===== src/hdl/mtfl_pkg.sv =====
// Package for the move-to-front list: request and status codes, controller
// command codes and the command / status structs between controller and datapath.
// No dependencies.
package mtfl_pkg;

   // Request kinds
   localparam logic [1:0] KIND_INSERT = 2'd0;
   localparam logic [1:0] KIND_SEARCH = 2'd1;
   localparam logic [1:0] KIND_ERASE  = 2'd2;

   // Result status codes
   localparam logic [1:0] ST_OK    = 2'd0;
   localparam logic [1:0] ST_MISS  = 2'd1;
   localparam logic [1:0] ST_FULL  = 2'd2;
   localparam logic [1:0] ST_RANGE = 2'd3;

   // Index counter operations
   localparam logic [2:0] IDX_HOLD = 3'd0;
   localparam logic [2:0] IDX_OCC  = 3'd1;
   localparam logic [2:0] IDX_ZERO = 3'd2;
   localparam logic [2:0] IDX_POS  = 3'd3;
   localparam logic [2:0] IDX_INC  = 3'd4;
   localparam logic [2:0] IDX_DEC  = 3'd5;

   // Shift target operations
   localparam logic [1:0] TGT_HOLD   = 2'd0;
   localparam logic [1:0] TGT_INSERT = 2'd1;
   localparam logic [1:0] TGT_ZERO   = 2'd2;

   // Read address select, relative to the index counter
   localparam logic [1:0] RD_HERE = 2'd0;
   localparam logic [1:0] RD_DOWN = 2'd1;
   localparam logic [1:0] RD_UP   = 2'd2;

   // Write select
   localparam logic WR_SHIFT = 1'b0;  // entries[idx] <= read word
   localparam logic WR_PUT   = 1'b1;  // entries[tgt] <= key

   typedef struct packed {
      logic       load;
      logic [2:0] idx_op;
      logic [1:0] tgt_op;
      logic       rd_en;
      logic [1:0] rd_sel;
      logic       wr_en;
      logic       wr_sel;
      logic       occ_inc;
      logic       occ_dec;
      logic       found_load;
      logic       rsp_load;
      logic [1:0] rsp_status;
      logic       rsp_hit;
   } cmd_type;

   typedef struct packed {
      logic [1:0] kind;
      logic       full;
      logic       ins_range;
      logic       era_range;
      logic       idx_gt_tgt;
      logic       idx_lt_occ;
      logic       up_lt_occ;
      logic       hit;
   } stat_type;

endpackage


===== src/hdl/mtfl_dp.sv =====
// Datapath of the move-to-front list: entry memory, occupancy, index and
// target counters, key compare and the result register.
// Depends on mtfl_pkg.
module mtfl_dp
   import mtfl_pkg::*;
#(
   parameter int CAPACITY = 64
) (
   input  logic               clock,
   input  logic               reset,
   input  cmd_type            cmd,
   output stat_type           stat,
   input  logic [1:0]         req_type,
   input  logic signed [31:0] key_value,
   input  logic [6:0]         position,
   input  logic               at_tail,
   output logic [1:0]         status,
   output logic [5:0]         found_index,
   output logic [6:0]         entry_count
);

   localparam int AW = (CAPACITY > 1) ? $clog2(CAPACITY) : 1;
   localparam int CW = $clog2(CAPACITY + 1);
   localparam int XW = (CW > 7) ? CW : 7;
   localparam logic [CW-1:0] CAP_C = CW'(CAPACITY);

   logic [31:0]        entries_ff [CAPACITY];
   logic [31:0]        rd_data_ff;
   logic [CW-1:0]      occ_ff, occ_in;
   logic [CW-1:0]      idx_ff, idx_in;
   logic [CW-1:0]      tgt_ff, tgt_in;
   logic [5:0]         found_ff;
   logic [1:0]         kind_ff;
   logic signed [31:0] key_ff;
   logic [6:0]         pos_ff;
   logic               tail_ff;
   logic [1:0]         rsp_status_ff;
   logic [5:0]         rsp_found_ff;
   logic [6:0]         rsp_count_ff;

   logic [CW:0]        up_idx;
   logic [CW-1:0]      rd_idx;
   logic [AW-1:0]      rd_addr;
   logic [AW-1:0]      wr_addr;
   logic [31:0]        wr_data;

   // Captured request fields
   always_ff @(posedge clock) begin
      if (cmd.load) begin
         kind_ff <= req_type;
         key_ff  <= key_value;
         pos_ff  <= position;
         tail_ff <= at_tail;
      end
   end

   // Counter next values
   always_comb begin
      case (cmd.idx_op)
         IDX_OCC:  idx_in = occ_ff;
         IDX_ZERO: idx_in = '0;
         IDX_POS:  idx_in = CW'(pos_ff);
         IDX_INC:  idx_in = idx_ff + 1'b1;
         IDX_DEC:  idx_in = idx_ff - 1'b1;
         default:  idx_in = idx_ff;
      endcase
      case (cmd.tgt_op)
         TGT_INSERT: tgt_in = tail_ff ? occ_ff : CW'(pos_ff);
         TGT_ZERO:   tgt_in = '0;
         default:    tgt_in = tgt_ff;
      endcase
      occ_in = occ_ff;
      if (cmd.occ_inc) begin
         occ_in = occ_ff + 1'b1;
      end else if (cmd.occ_dec) begin
         occ_in = occ_ff - 1'b1;
      end
   end

   always_ff @(posedge clock) begin
      if (reset) begin
         occ_ff <= '0;
      end else begin
         occ_ff <= occ_in;
      end
   end

   always_ff @(posedge clock) begin
      idx_ff <= idx_in;
      tgt_ff <= tgt_in;
      if (cmd.found_load) begin
         found_ff <= 6'(idx_ff);
      end
   end

   // Memory addressing
   always_comb begin
      up_idx = {1'b0, idx_ff} + 1'b1;
      case (cmd.rd_sel)
         RD_DOWN: rd_idx = idx_ff - 1'b1;
         RD_UP:   rd_idx = up_idx[CW-1:0];
         default: rd_idx = idx_ff;
      endcase
      rd_addr = rd_idx[AW-1:0];
      wr_addr = (cmd.wr_sel == WR_PUT) ? tgt_ff[AW-1:0] : idx_ff[AW-1:0];
      wr_data = (cmd.wr_sel == WR_PUT) ? key_ff : rd_data_ff;
   end

   // Entry memory, one write and one registered read a cycle
   always_ff @(posedge clock) begin
      if (cmd.wr_en) begin
         entries_ff[wr_addr] <= wr_data;
      end
      if (cmd.rd_en) begin
         rd_data_ff <= entries_ff[rd_addr];
      end
   end

   // Status flags to the controller
   always_comb begin
      stat.kind       = kind_ff;
      stat.full       = (occ_ff >= CAP_C);
      stat.ins_range  = !tail_ff && (XW'(pos_ff) > XW'(occ_ff));
      stat.era_range  = (XW'(pos_ff) >= XW'(occ_ff));
      stat.idx_gt_tgt = (idx_ff > tgt_ff);
      stat.idx_lt_occ = (idx_ff < occ_ff);
      stat.up_lt_occ  = (up_idx < {1'b0, occ_ff});
      stat.hit        = (rd_data_ff == key_ff);
   end

   // Result register
   always_ff @(posedge clock) begin
      if (cmd.rsp_load) begin
         rsp_status_ff <= cmd.rsp_status;
         rsp_found_ff  <= cmd.rsp_hit ? found_ff : '0;
         rsp_count_ff  <= 7'(occ_ff);
      end
   end

   assign status      = rsp_status_ff;
   assign found_index = rsp_found_ff;
   assign entry_count = rsp_count_ff;

   // Checks
   a_occ_bound: assert property (@(posedge clock) disable iff (reset)
      occ_ff <= CAP_C)
      else $error("occupancy above capacity");

   a_occ_step: assert property (@(posedge clock) disable iff (reset)
      occ_ff != $past(occ_ff) |->
         (occ_ff == $past(occ_ff) + 1'b1) || (occ_ff == $past(occ_ff) - 1'b1))
      else $error("occupancy moved by more than one");

   a_shift_addr: assert property (@(posedge clock) disable iff (reset)
      (cmd.wr_en && cmd.wr_sel == WR_SHIFT) |-> (idx_ff < CAP_C))
      else $error("shift write beyond capacity");

endmodule


===== src/hdl/mtfl_ctrl.sv =====
// Controller of the move-to-front list: sequences insert, search / move to
// front and erase over the datapath, and owns the stream handshakes.
// Depends on mtfl_pkg.
module mtfl_ctrl
   import mtfl_pkg::*;
(
   input  logic     clock,
   input  logic     reset,
   input  logic     req_tvalid,
   output logic     req_tready,
   output logic     rsp_tvalid,
   input  logic     rsp_tready,
   input  stat_type stat,
   output cmd_type  cmd
);

   localparam logic [3:0] S_IDLE     = 4'd0;
   localparam logic [3:0] S_DECODE   = 4'd1;
   localparam logic [3:0] S_SHIFT_RD = 4'd2;
   localparam logic [3:0] S_SHIFT_WR = 4'd3;
   localparam logic [3:0] S_SCAN_RD  = 4'd4;
   localparam logic [3:0] S_SCAN_CMP = 4'd5;
   localparam logic [3:0] S_ERASE_RD = 4'd6;
   localparam logic [3:0] S_ERASE_WR = 4'd7;
   localparam logic [3:0] S_DONE     = 4'd8;

   logic [3:0] state_ff, state_in;
   logic [1:0] status_ff, status_in;
   logic       hit_ff, hit_in;
   logic       rsp_tvalid_ff, rsp_tvalid_in;

   assign req_tready = (state_ff == S_IDLE);
   assign rsp_tvalid = rsp_tvalid_ff;

   // Next state and datapath commands
   always_comb begin
      state_in  = state_ff;
      status_in = status_ff;
      hit_in    = hit_ff;
      cmd       = '0;
      cmd.idx_op     = IDX_HOLD;
      cmd.tgt_op     = TGT_HOLD;
      cmd.rsp_status = status_ff;
      cmd.rsp_hit    = hit_ff;
      case (state_ff)
         S_IDLE: begin
            if (req_tvalid) begin
               cmd.load = 1'b1;
               state_in = S_DECODE;
            end
         end
         S_DECODE: begin
            hit_in = 1'b0;
            case (stat.kind)
               KIND_INSERT: begin
                  if (stat.full) begin
                     status_in = ST_FULL;
                     state_in  = S_DONE;
                  end else if (stat.ins_range) begin
                     status_in = ST_RANGE;
                     state_in  = S_DONE;
                  end else begin
                     cmd.idx_op = IDX_OCC;
                     cmd.tgt_op = TGT_INSERT;
                     state_in   = S_SHIFT_RD;
                  end
               end
               KIND_SEARCH: begin
                  cmd.idx_op = IDX_ZERO;
                  cmd.tgt_op = TGT_ZERO;
                  state_in   = S_SCAN_RD;
               end
               KIND_ERASE: begin
                  if (stat.era_range) begin
                     status_in = ST_RANGE;
                     state_in  = S_DONE;
                  end else begin
                     cmd.idx_op = IDX_POS;
                     state_in   = S_ERASE_RD;
                  end
               end
               default: begin
                  status_in = ST_RANGE;
                  state_in  = S_DONE;
               end
            endcase
         end
         // shift toward the back down to the target, then drop the key in
         S_SHIFT_RD: begin
            if (stat.idx_gt_tgt) begin
               cmd.rd_en  = 1'b1;
               cmd.rd_sel = RD_DOWN;
               state_in   = S_SHIFT_WR;
            end else begin
               cmd.wr_en   = 1'b1;
               cmd.wr_sel  = WR_PUT;
               cmd.occ_inc = (stat.kind == KIND_INSERT);
               hit_in      = (stat.kind == KIND_SEARCH);
               status_in   = ST_OK;
               state_in    = S_DONE;
            end
         end
         S_SHIFT_WR: begin
            cmd.wr_en  = 1'b1;
            cmd.wr_sel = WR_SHIFT;
            cmd.idx_op = IDX_DEC;
            state_in   = S_SHIFT_RD;
         end
         // linear scan from the front for the first match
         S_SCAN_RD: begin
            if (stat.idx_lt_occ) begin
               cmd.rd_en  = 1'b1;
               cmd.rd_sel = RD_HERE;
               state_in   = S_SCAN_CMP;
            end else begin
               status_in = ST_MISS;
               state_in  = S_DONE;
            end
         end
         S_SCAN_CMP: begin
            if (stat.hit) begin
               cmd.found_load = 1'b1;
               state_in       = S_SHIFT_RD;
            end else begin
               cmd.idx_op = IDX_INC;
               state_in   = S_SCAN_RD;
            end
         end
         // close the gap by pulling later entries forward
         S_ERASE_RD: begin
            if (stat.up_lt_occ) begin
               cmd.rd_en  = 1'b1;
               cmd.rd_sel = RD_UP;
               state_in   = S_ERASE_WR;
            end else begin
               cmd.occ_dec = 1'b1;
               status_in   = ST_OK;
               state_in    = S_DONE;
            end
         end
         S_ERASE_WR: begin
            cmd.wr_en  = 1'b1;
            cmd.wr_sel = WR_SHIFT;
            cmd.idx_op = IDX_INC;
            state_in   = S_ERASE_RD;
         end
         // wait for the result register to be free
         S_DONE: begin
            if (!rsp_tvalid_ff || rsp_tready) begin
               cmd.rsp_load = 1'b1;
               state_in     = S_IDLE;
            end
         end
         default: begin
            state_in = S_IDLE;
         end
      endcase
   end

   // Result valid flag
   always_comb begin
      if (cmd.rsp_load) begin
         rsp_tvalid_in = 1'b1;
      end else if (rsp_tready) begin
         rsp_tvalid_in = 1'b0;
      end else begin
         rsp_tvalid_in = rsp_tvalid_ff;
      end
   end

   always_ff @(posedge clock) begin
      if (reset) begin
         state_ff      <= S_IDLE;
         rsp_tvalid_ff <= 1'b0;
         status_ff     <= ST_OK;
         hit_ff        <= 1'b0;
      end else begin
         state_ff      <= state_in;
         rsp_tvalid_ff <= rsp_tvalid_in;
         status_ff     <= status_in;
         hit_ff        <= hit_in;
      end
   end

   // Checks
   a_busy_after_accept: assert property (@(posedge clock) disable iff (reset)
      (req_tvalid && req_tready) |=> !req_tready)
      else $error("request taken while busy");

   a_valid_from_done: assert property (@(posedge clock) disable iff (reset)
      $rose(rsp_tvalid_ff) |-> ($past(state_ff) == S_DONE))
      else $error("result raised outside done");

   a_load_needs_room: assert property (@(posedge clock) disable iff (reset)
      cmd.rsp_load |-> (!rsp_tvalid_ff || rsp_tready))
      else $error("result overwritten before taken");

endmodule


===== src/hdl/move_to_front_list.sv =====
// One word at a time: each entry move is a read then a write on the
// entry memory. The next request is taken once the result is in the output register.
// Synchronous active-high reset empties the list; entry contents are not cleared.
module move_to_front_list
   import mtfl_pkg::*;
#(
   parameter int CAPACITY = 64
) (
   input  logic        clock,
   input  logic        reset,
   input  logic        req_tvalid,
   output logic        req_tready,
   input  logic [39:0] req_tdata,   // key_value[31:0], position[38:32], zero pad
   input  logic [2:0]  req_tuser,   // req_type[1:0], at_tail[2]
   output logic        rsp_tvalid,
   input  logic        rsp_tready,
   output logic [15:0] rsp_tdata,   // found_index[5:0], entry_count[12:6], zero pad
   output logic [1:0]  rsp_tuser    // status[1:0]
);

   cmd_type     cmd;
   stat_type    stat;
   logic [1:0]  status;
   logic [5:0]  found_index;
   logic [6:0]  entry_count;

   mtfl_ctrl u_ctrl (
      .clock      (clock),
      .reset      (reset),
      .req_tvalid (req_tvalid),
      .req_tready (req_tready),
      .rsp_tvalid (rsp_tvalid),
      .rsp_tready (rsp_tready),
      .stat       (stat),
      .cmd        (cmd)
   );

   mtfl_dp #(
      .CAPACITY (CAPACITY)
   ) u_dp (
      .clock       (clock),
      .reset       (reset),
      .cmd         (cmd),
      .stat        (stat),
      .req_type    (req_tuser[1:0]),
      .key_value   (req_tdata[31:0]),
      .position    (req_tdata[38:32]),
      .at_tail     (req_tuser[2]),
      .status      (status),
      .found_index (found_index),
      .entry_count (entry_count)
   );

   // Result word packing
   assign rsp_tdata = {3'b000, entry_count, found_index};
   assign rsp_tuser = status;

endmodule

===== config.mk =====
export PLATFORM = sky130hd
export DESIGN_NAME = move_to_front_list
export DESIGN_NICKNAME = d
export VERILOG_FILES = /design/src/hdl/mtfl_pkg.sv /design/src/hdl/mtfl_dp.sv /design/src/hdl/mtfl_ctrl.sv /design/src/hdl/move_to_front_list.sv
export SDC_FILE = /design/constraint.sdc
export NUM_CORES = 2
export LEC_CHECK = 0
export BUFFER_PORTS_ARGS = -buffer_cell sky130_fd_sc_hd__buf_4
export CORE_MARGIN = 2
export CORE_UTILIZATION = 52
export DETAILED_ROUTE_END_ITERATION = 8
export GPL_TIMING_DRIVEN = 1
export HOLD_SLACK_MARGIN = 0.02
export PLACE_DENSITY = 0.67
export SETUP_SLACK_MARGIN = 0.3
export SLEW_MARGIN = 40
export SYNTH_ARGS = -nofsm -noshare
export SYNTH_HDL_FRONTEND = slang
export SYNTH_HIERARCHICAL = 1
export SYNTH_SLANG_ARGS = --single-unit
export TNS_END_PERCENT = 10

===== constraint.sdc =====
create_clock -name clock -period 6.83 [get_ports clock]
set_input_delay 0.3415 -clock clock [delete_from_list [all_inputs] [get_ports clock]]
set_output_delay 0.3415 -clock clock [all_outputs]
set_load 0.05 [all_outputs]

# After elaboration in Yosys (flattened, before gate mapping)
# Memory sizes are Yosys's and may differ from the RTL's. A register that Yosys moved wholly into a read port is not among the register bits.
# Cells that the tools add are included.
# totals
memories	1
regBits	92
inputBits	47
ramBits	2048
# classes
mux	56
n_reduce_logical	16
n_eq_ne	28
add_sub_neg	5
order_cmp	6
# mem_list
memory	depth	word_bits	rd	rd_clocked_by_memory_dff	write_ports	line_no	text
u_dp.entries_ff	64	32	1	1	1	mtfl_dp.sv:27	logic [31:0] entries_ff [CAPACITY];
# ops
cell	count
$pmux 4 s9	1
$pmux 7 s5	1
$eq 32x32->1	1
$mux 32	1
$mux 4	8
$mux 3	7
$mux 7	3
$pmux 3 s3	2
$eq 4x3->1 const B	4
$mux 2	8
$add 7x1->7 const B	2
$gt 7x7->1	2
$mux 1	14
$pmux 7 s2	1
$sub 7x1->7 const B	2
$pmux 3 s4	1
$pmux 4 s3	1
$pmux 6 s2	1
$ne 2x2->1 const B	5
$add 7x1->8 const B	1
$eq 4x2->1 const B	2
$lt 8x7->1	1
$pmux 2 s2	2
$pmux 2 s4	1
28 further kinds	39

# Logic depth before layout (Yosys ltp)
# depth
depth_word	8
mapped_depth	29

# Modules after synthesis
# Netlist, hierarchy kept.
# by_module_without_submodules
mod	seq_area_each_um2	instances	area_per_inst_um2	cells_each
mtfl_dp	64912.3	1	86744.4	4490
mtfl_ctrl	160.2	1	623.1	81
move_to_front_list	0.0	1	26.3	4

# Worst setup path before layout
# No wires, ideal clock.
# synth_path
path_type	register to register
from	register u_dp.idx_ff[0]
to	register u_dp.rd_data_ff[10] (read register of u_dp.entries_ff), data pin
period_less_slack_ps	6042
path_stages_with_launch	26
setup_time_ps	281
n_path_buf	7
setup_slack_ps	788
arrival_ps	5761
cell_sequence	edfxtp_1 > buf_2 > buf_2 > buf_1 > buf_1 > inv_1 > ha_1 > ha_1 > a21boi_0 > o21a_1 > o21a_1 > o21a_1 > o21a_1 > o21a_1 > a311oi_1 > and4_1 > inv_1 > ha_1 > o21bai_4 > o21a_1 > buf_4 > buf_6 > buf_2 > mux4_2 > a2111oi_0 > a2111oi_2
# synth_rtl
element	line_no	text
start, declared	mtfl_dp.sv:30	logic [CW-1:0] idx_ff, idx_in;
start signal, assigned	mtfl_dp.sv:89	idx_ff <= idx_in;
end, declared	mtfl_dp.sv:28	logic [31:0] rd_data_ff;

==> impl_metrics.toml <==
[sta]
worst_slew_pin_slew_ns = 0.943
maxSlewHeadroom_pct = 36.5
tns_ns = 0
timing.final.ws_setup_ns = 0.383
fmax_mhz = 155
min_period_ns = 6.45
worst_hold_slack_ns = 0.226
hold_violations = 0
rsz0062_at_grt = "yes"
setup_viol_count_final = 0
slew_violations = 0
clock_skew_ns = 0.0329
finalCritPeriodShare_pct = 94.4

[logic_synthesis]
synth-xor-area-share_pct = 0.491
synthSimpleGateAreaFrac_pct = 3.20
synthAdderAreaFrac_pct = 0.553
avgSynthCellArea_sq_um = 19.1
synth-seq-cells = 2172
yosysTopAreaCell = "edfxtp_1"
synthFlopType = "edfxtp_1"
synth_top_area_share_pct = 74.1
syn-cell-area_sq_mm = 0.0874
ys_top_cells_by_area = "edfxtp_1 (74%), mux4_2 (9.4%), mux2_2 (2.1%)"
synth_top_family_by_area = "multiplexers"
ys_seq_area_share_pct = 74.5
synth_compound_area_share_pct = 5.59
synth_edf_count = 2157
synthArstFlopShare_pct = 0
syn_inst = 4575
ys_warn_count = 6
ys_types = 93
synthMuxAreaShare_pct = 13.2

[routing]
first_iter_violations = 6321
viasPerCell = 6.48
postRouteAntennaNets = 0
totalWireLength_microns = 235000
remaining_drc_errors = 0
routed-wl-met3_microns = 24300
vias = 46961
top_layer_used = "met5"
drtPass1Iterations = 6
drt-wirelength-per-cell_microns = 32.5
wl_met1_microns = 90400
met2_wirelength_microns = 109000

[setup_path]
crit_type = "flip-flop to flip-flop"
startpoint = "u_dp/idx_ff[0]"
crit_path_end_kind = "flip-flop"
cp_max_fo = 51
reg2reg_slack_ns = 0.38
start_kind = "flip-flop"
cp.required_ns = 7.48
cp.arrival_ns = 7.10
timing.rr.start = "u_dp/idx_ff[0]"

[clock_network]
clk_pin_slew_ns = 0.06
cts_buffers = 208
clk_latency_ns = 0.85
htreeDepth = 4
clockBufferDepth = 3
cts.sinks = 2172
cts_tree = "done"
cts-root-buf = "clkbuf_16"

[floorplanning]
rows = 150
initial_core_util_pct = 52.3
die-area_sq_mm = 0.171
die_w_microns = 414
io_pins = 67
die_h_microns = 414
core_sq_mm = 0.167

[run]
maxCapViolations = 0

[placement]
pre_cts_ws_ns = 0.0110
dp_hpwl_microns = 141000
io_buffers = 62
gp_congestion = 0.953

[grt]
grt_first_pass_wirelength_microns = 333000
grt_pass1_vias = 45847
grt_max_degree = 77
grt_util_all_layers_pct = 27.5
grt-ovfl-total = 0
antenna_found_initial = 8

[layout]
area_delta_synth_final_pct = 13.6
fin_nets = 4963
diodes = 0
drive_above_1_share_pct = 25.2

[power]
p_sw_share_pct = 28.4
p_total_mw = 33.1
p_int_mw = 23.7
seqPwrFrac_pct = 46.0
power_density_mw_per_mm2 = 333
p_clk_share_pct = 33.0
p_leak_nw = 31.8
irDropWorstVdd_mv = 0.278
p_comb_share_pct = 21.0
p_sw_mw = 9.39

[min_path]
hold_path_class = "input pin to flip-flop"
min-delay-start = "req_tdata[18]"

[outcome]
status = "finished, final reports clean"
==> worst max-delay path: stages (launching register included) <==
cell and delay [ns]:
edfxtp_1 0.44, inv_1 0.13, ha_1 0.40, ha_1 0.29
a21boi_0 0.13, o21a_1 0.21, o21a_1 0.16, o21a_1 0.17
o21a_1 0.16, o21a_1 0.16, a311oi_1 0.30, buf_4 0.18
and4_1 0.25, ha_2 0.40, buf_4 0.21, o21ai_4 0.19
buf_12 0.26, buf_12 0.34, mux4_2 0.27, mux2i_1 0.12
a22oi_1 0.62, o21ai_0 0.45, nor4_1 0.27
==> sequential cells by signal, indices dropped and copies added, names as in the netlist <==
name and count:
u_dp/kind_ff 2, u_dp/entry_count 7, u_dp/rd_data_ff 32, u_dp/occ_ff 7
u_dp/found_ff 6, u_dp/tail_ff 1, u_dp/key_ff 32, u_dp/status 2
u_dp/entries_ff 2048, u_dp/found_index 6, u_dp/tgt_ff 7, u_dp/idx_ff 7
u_ctrl/rsp_tvalid 1, u_ctrl/state_ff 4, u_ctrl/hit_ff 1, u_ctrl/status_ff 2
u_dp/pos_ff 7
==> power by group through the flow <==
stage               Combinational [mW]  Sequential [mW]  Clock [mW]
finish                            6.96             15.2        10.9
global route                      7.29             15.2        11.6
CTS                               6.84             15.2        11.0
detailed placement                6.80             15.5           0
global placement                  6.73             15.5           0
floorplan                         4.26             15.4           0
==> final timing paths <==
path / endpoint / depth (start not counted)
worst min register to register: u_dp/status[0] / 0
worst min-delay path: u_dp/key_ff[18] / 2
worst max register to register: u_dp/rd_data_ff[3] / 22
worst max-delay path: u_dp/rd_data_ff[3] / 22
==> routing by layer <==
| metal | track usage (%) | vias up |
|---|---|---|
| li1 | - | 19411 |
| met1 | 38.6 | 24474 |
| met2 | 42.2 | 2643 |
| met4 | 12.5 | 4 |
| met3 | 5.29 | 429 |
| met5 | 0 | - |
==> synth_stat cells, types with 10 or more instances <==
library cell  instances
nand3_1              87
nand2_1             242
dfxtp_1              15
a21oi_1              69
o21ai_0              19
a311oi_1             11
edfxtp_1           2157
xor2_1               36
mux2_2              164
ha_1                 37
inv_1               131
a211oi_1             42
xnor2_1              13
buf_4                62
clkbuf_1             86
a2111oi_2            11
and3_1               40
a21bo_2              19
nor4_1               19
and2_1               11
mux2i_1             145
a21o_1               12
nand4_1              16
mux4_2              366
buf_6                21
a32oi_1              10
a2111oi_0            32
o21a_1               13
buf_2                96
o211ai_1            192
o2111ai_1            25
a31oi_1              27
nor2_1              108
buf_1                21
o221ai_1             75
==> placed cells by master, fill, tap and decap left out, types with 39 or more instances in the layout <==
cell type and n:
o221ai_1 75, mux4_2 366, edfxtp_1 2157, nor2_4 66, clkbuf_1 59, buf_4 284
mux2_2 155, nand2_1 240, and3_1 39, mux2i_1 144, clkbuf_16 210, a211oi_1 41
inv_1 131, dlygate4sd3_1 45, o211ai_1 192, nor2_1 43, nand3_1 84, a21oi_1 69
clkinv_1 58
==> cell type report <==
cell class / instances / area, sq um
clock buffer: 268 / 5450
clock inverter: 111 / 915
fill: 12031 / 67800
inverter: 131 / 492
multi-input combinational: 1982 / 20900
sequential: 2172 / 65100
tap: 2204 / 2760
timing repair buffer: 383 / 3660
==> what timing repair did <==
| item | CTS | global route |
|---|---|---|
| cloned | 0 | 1 |
| gates resized for setup | 3 | 13 |
| pin swaps | 0 | 2 |
| hold buffers | 45 | 0 |
| endpoints found under the hold margin | 57 | 0 |
| setup buffers | 0 | 2 |
| endpoints found under the setup margin | 4 | 26 |
==> cells by family after synthesis <==
family | after synthesis
AO/OA/AOI/OAI | 629
XOR/XNOR | 49
adder cells (fa/ha/maj) | 38
buffers and inverters | 423
flip-flops | 2172
multiplexers | 676
other | 1
AND/OR/NAND/NOR | 587
==> stage by stage <==
stage | utilization [%] | cells | area [sq um]
after detailed placement | 55.2 | 6821 | 92200
after floorplan | - | 4577 | 87400
final | 59.4 | 7251 | 99300
after global placement | 55.1 | 6814 | 92000
after CTS | 59.3 | 7245 | 99000
after global routing | 59.4 | 7251 | 99300
(Power assumes the default switching activity.)
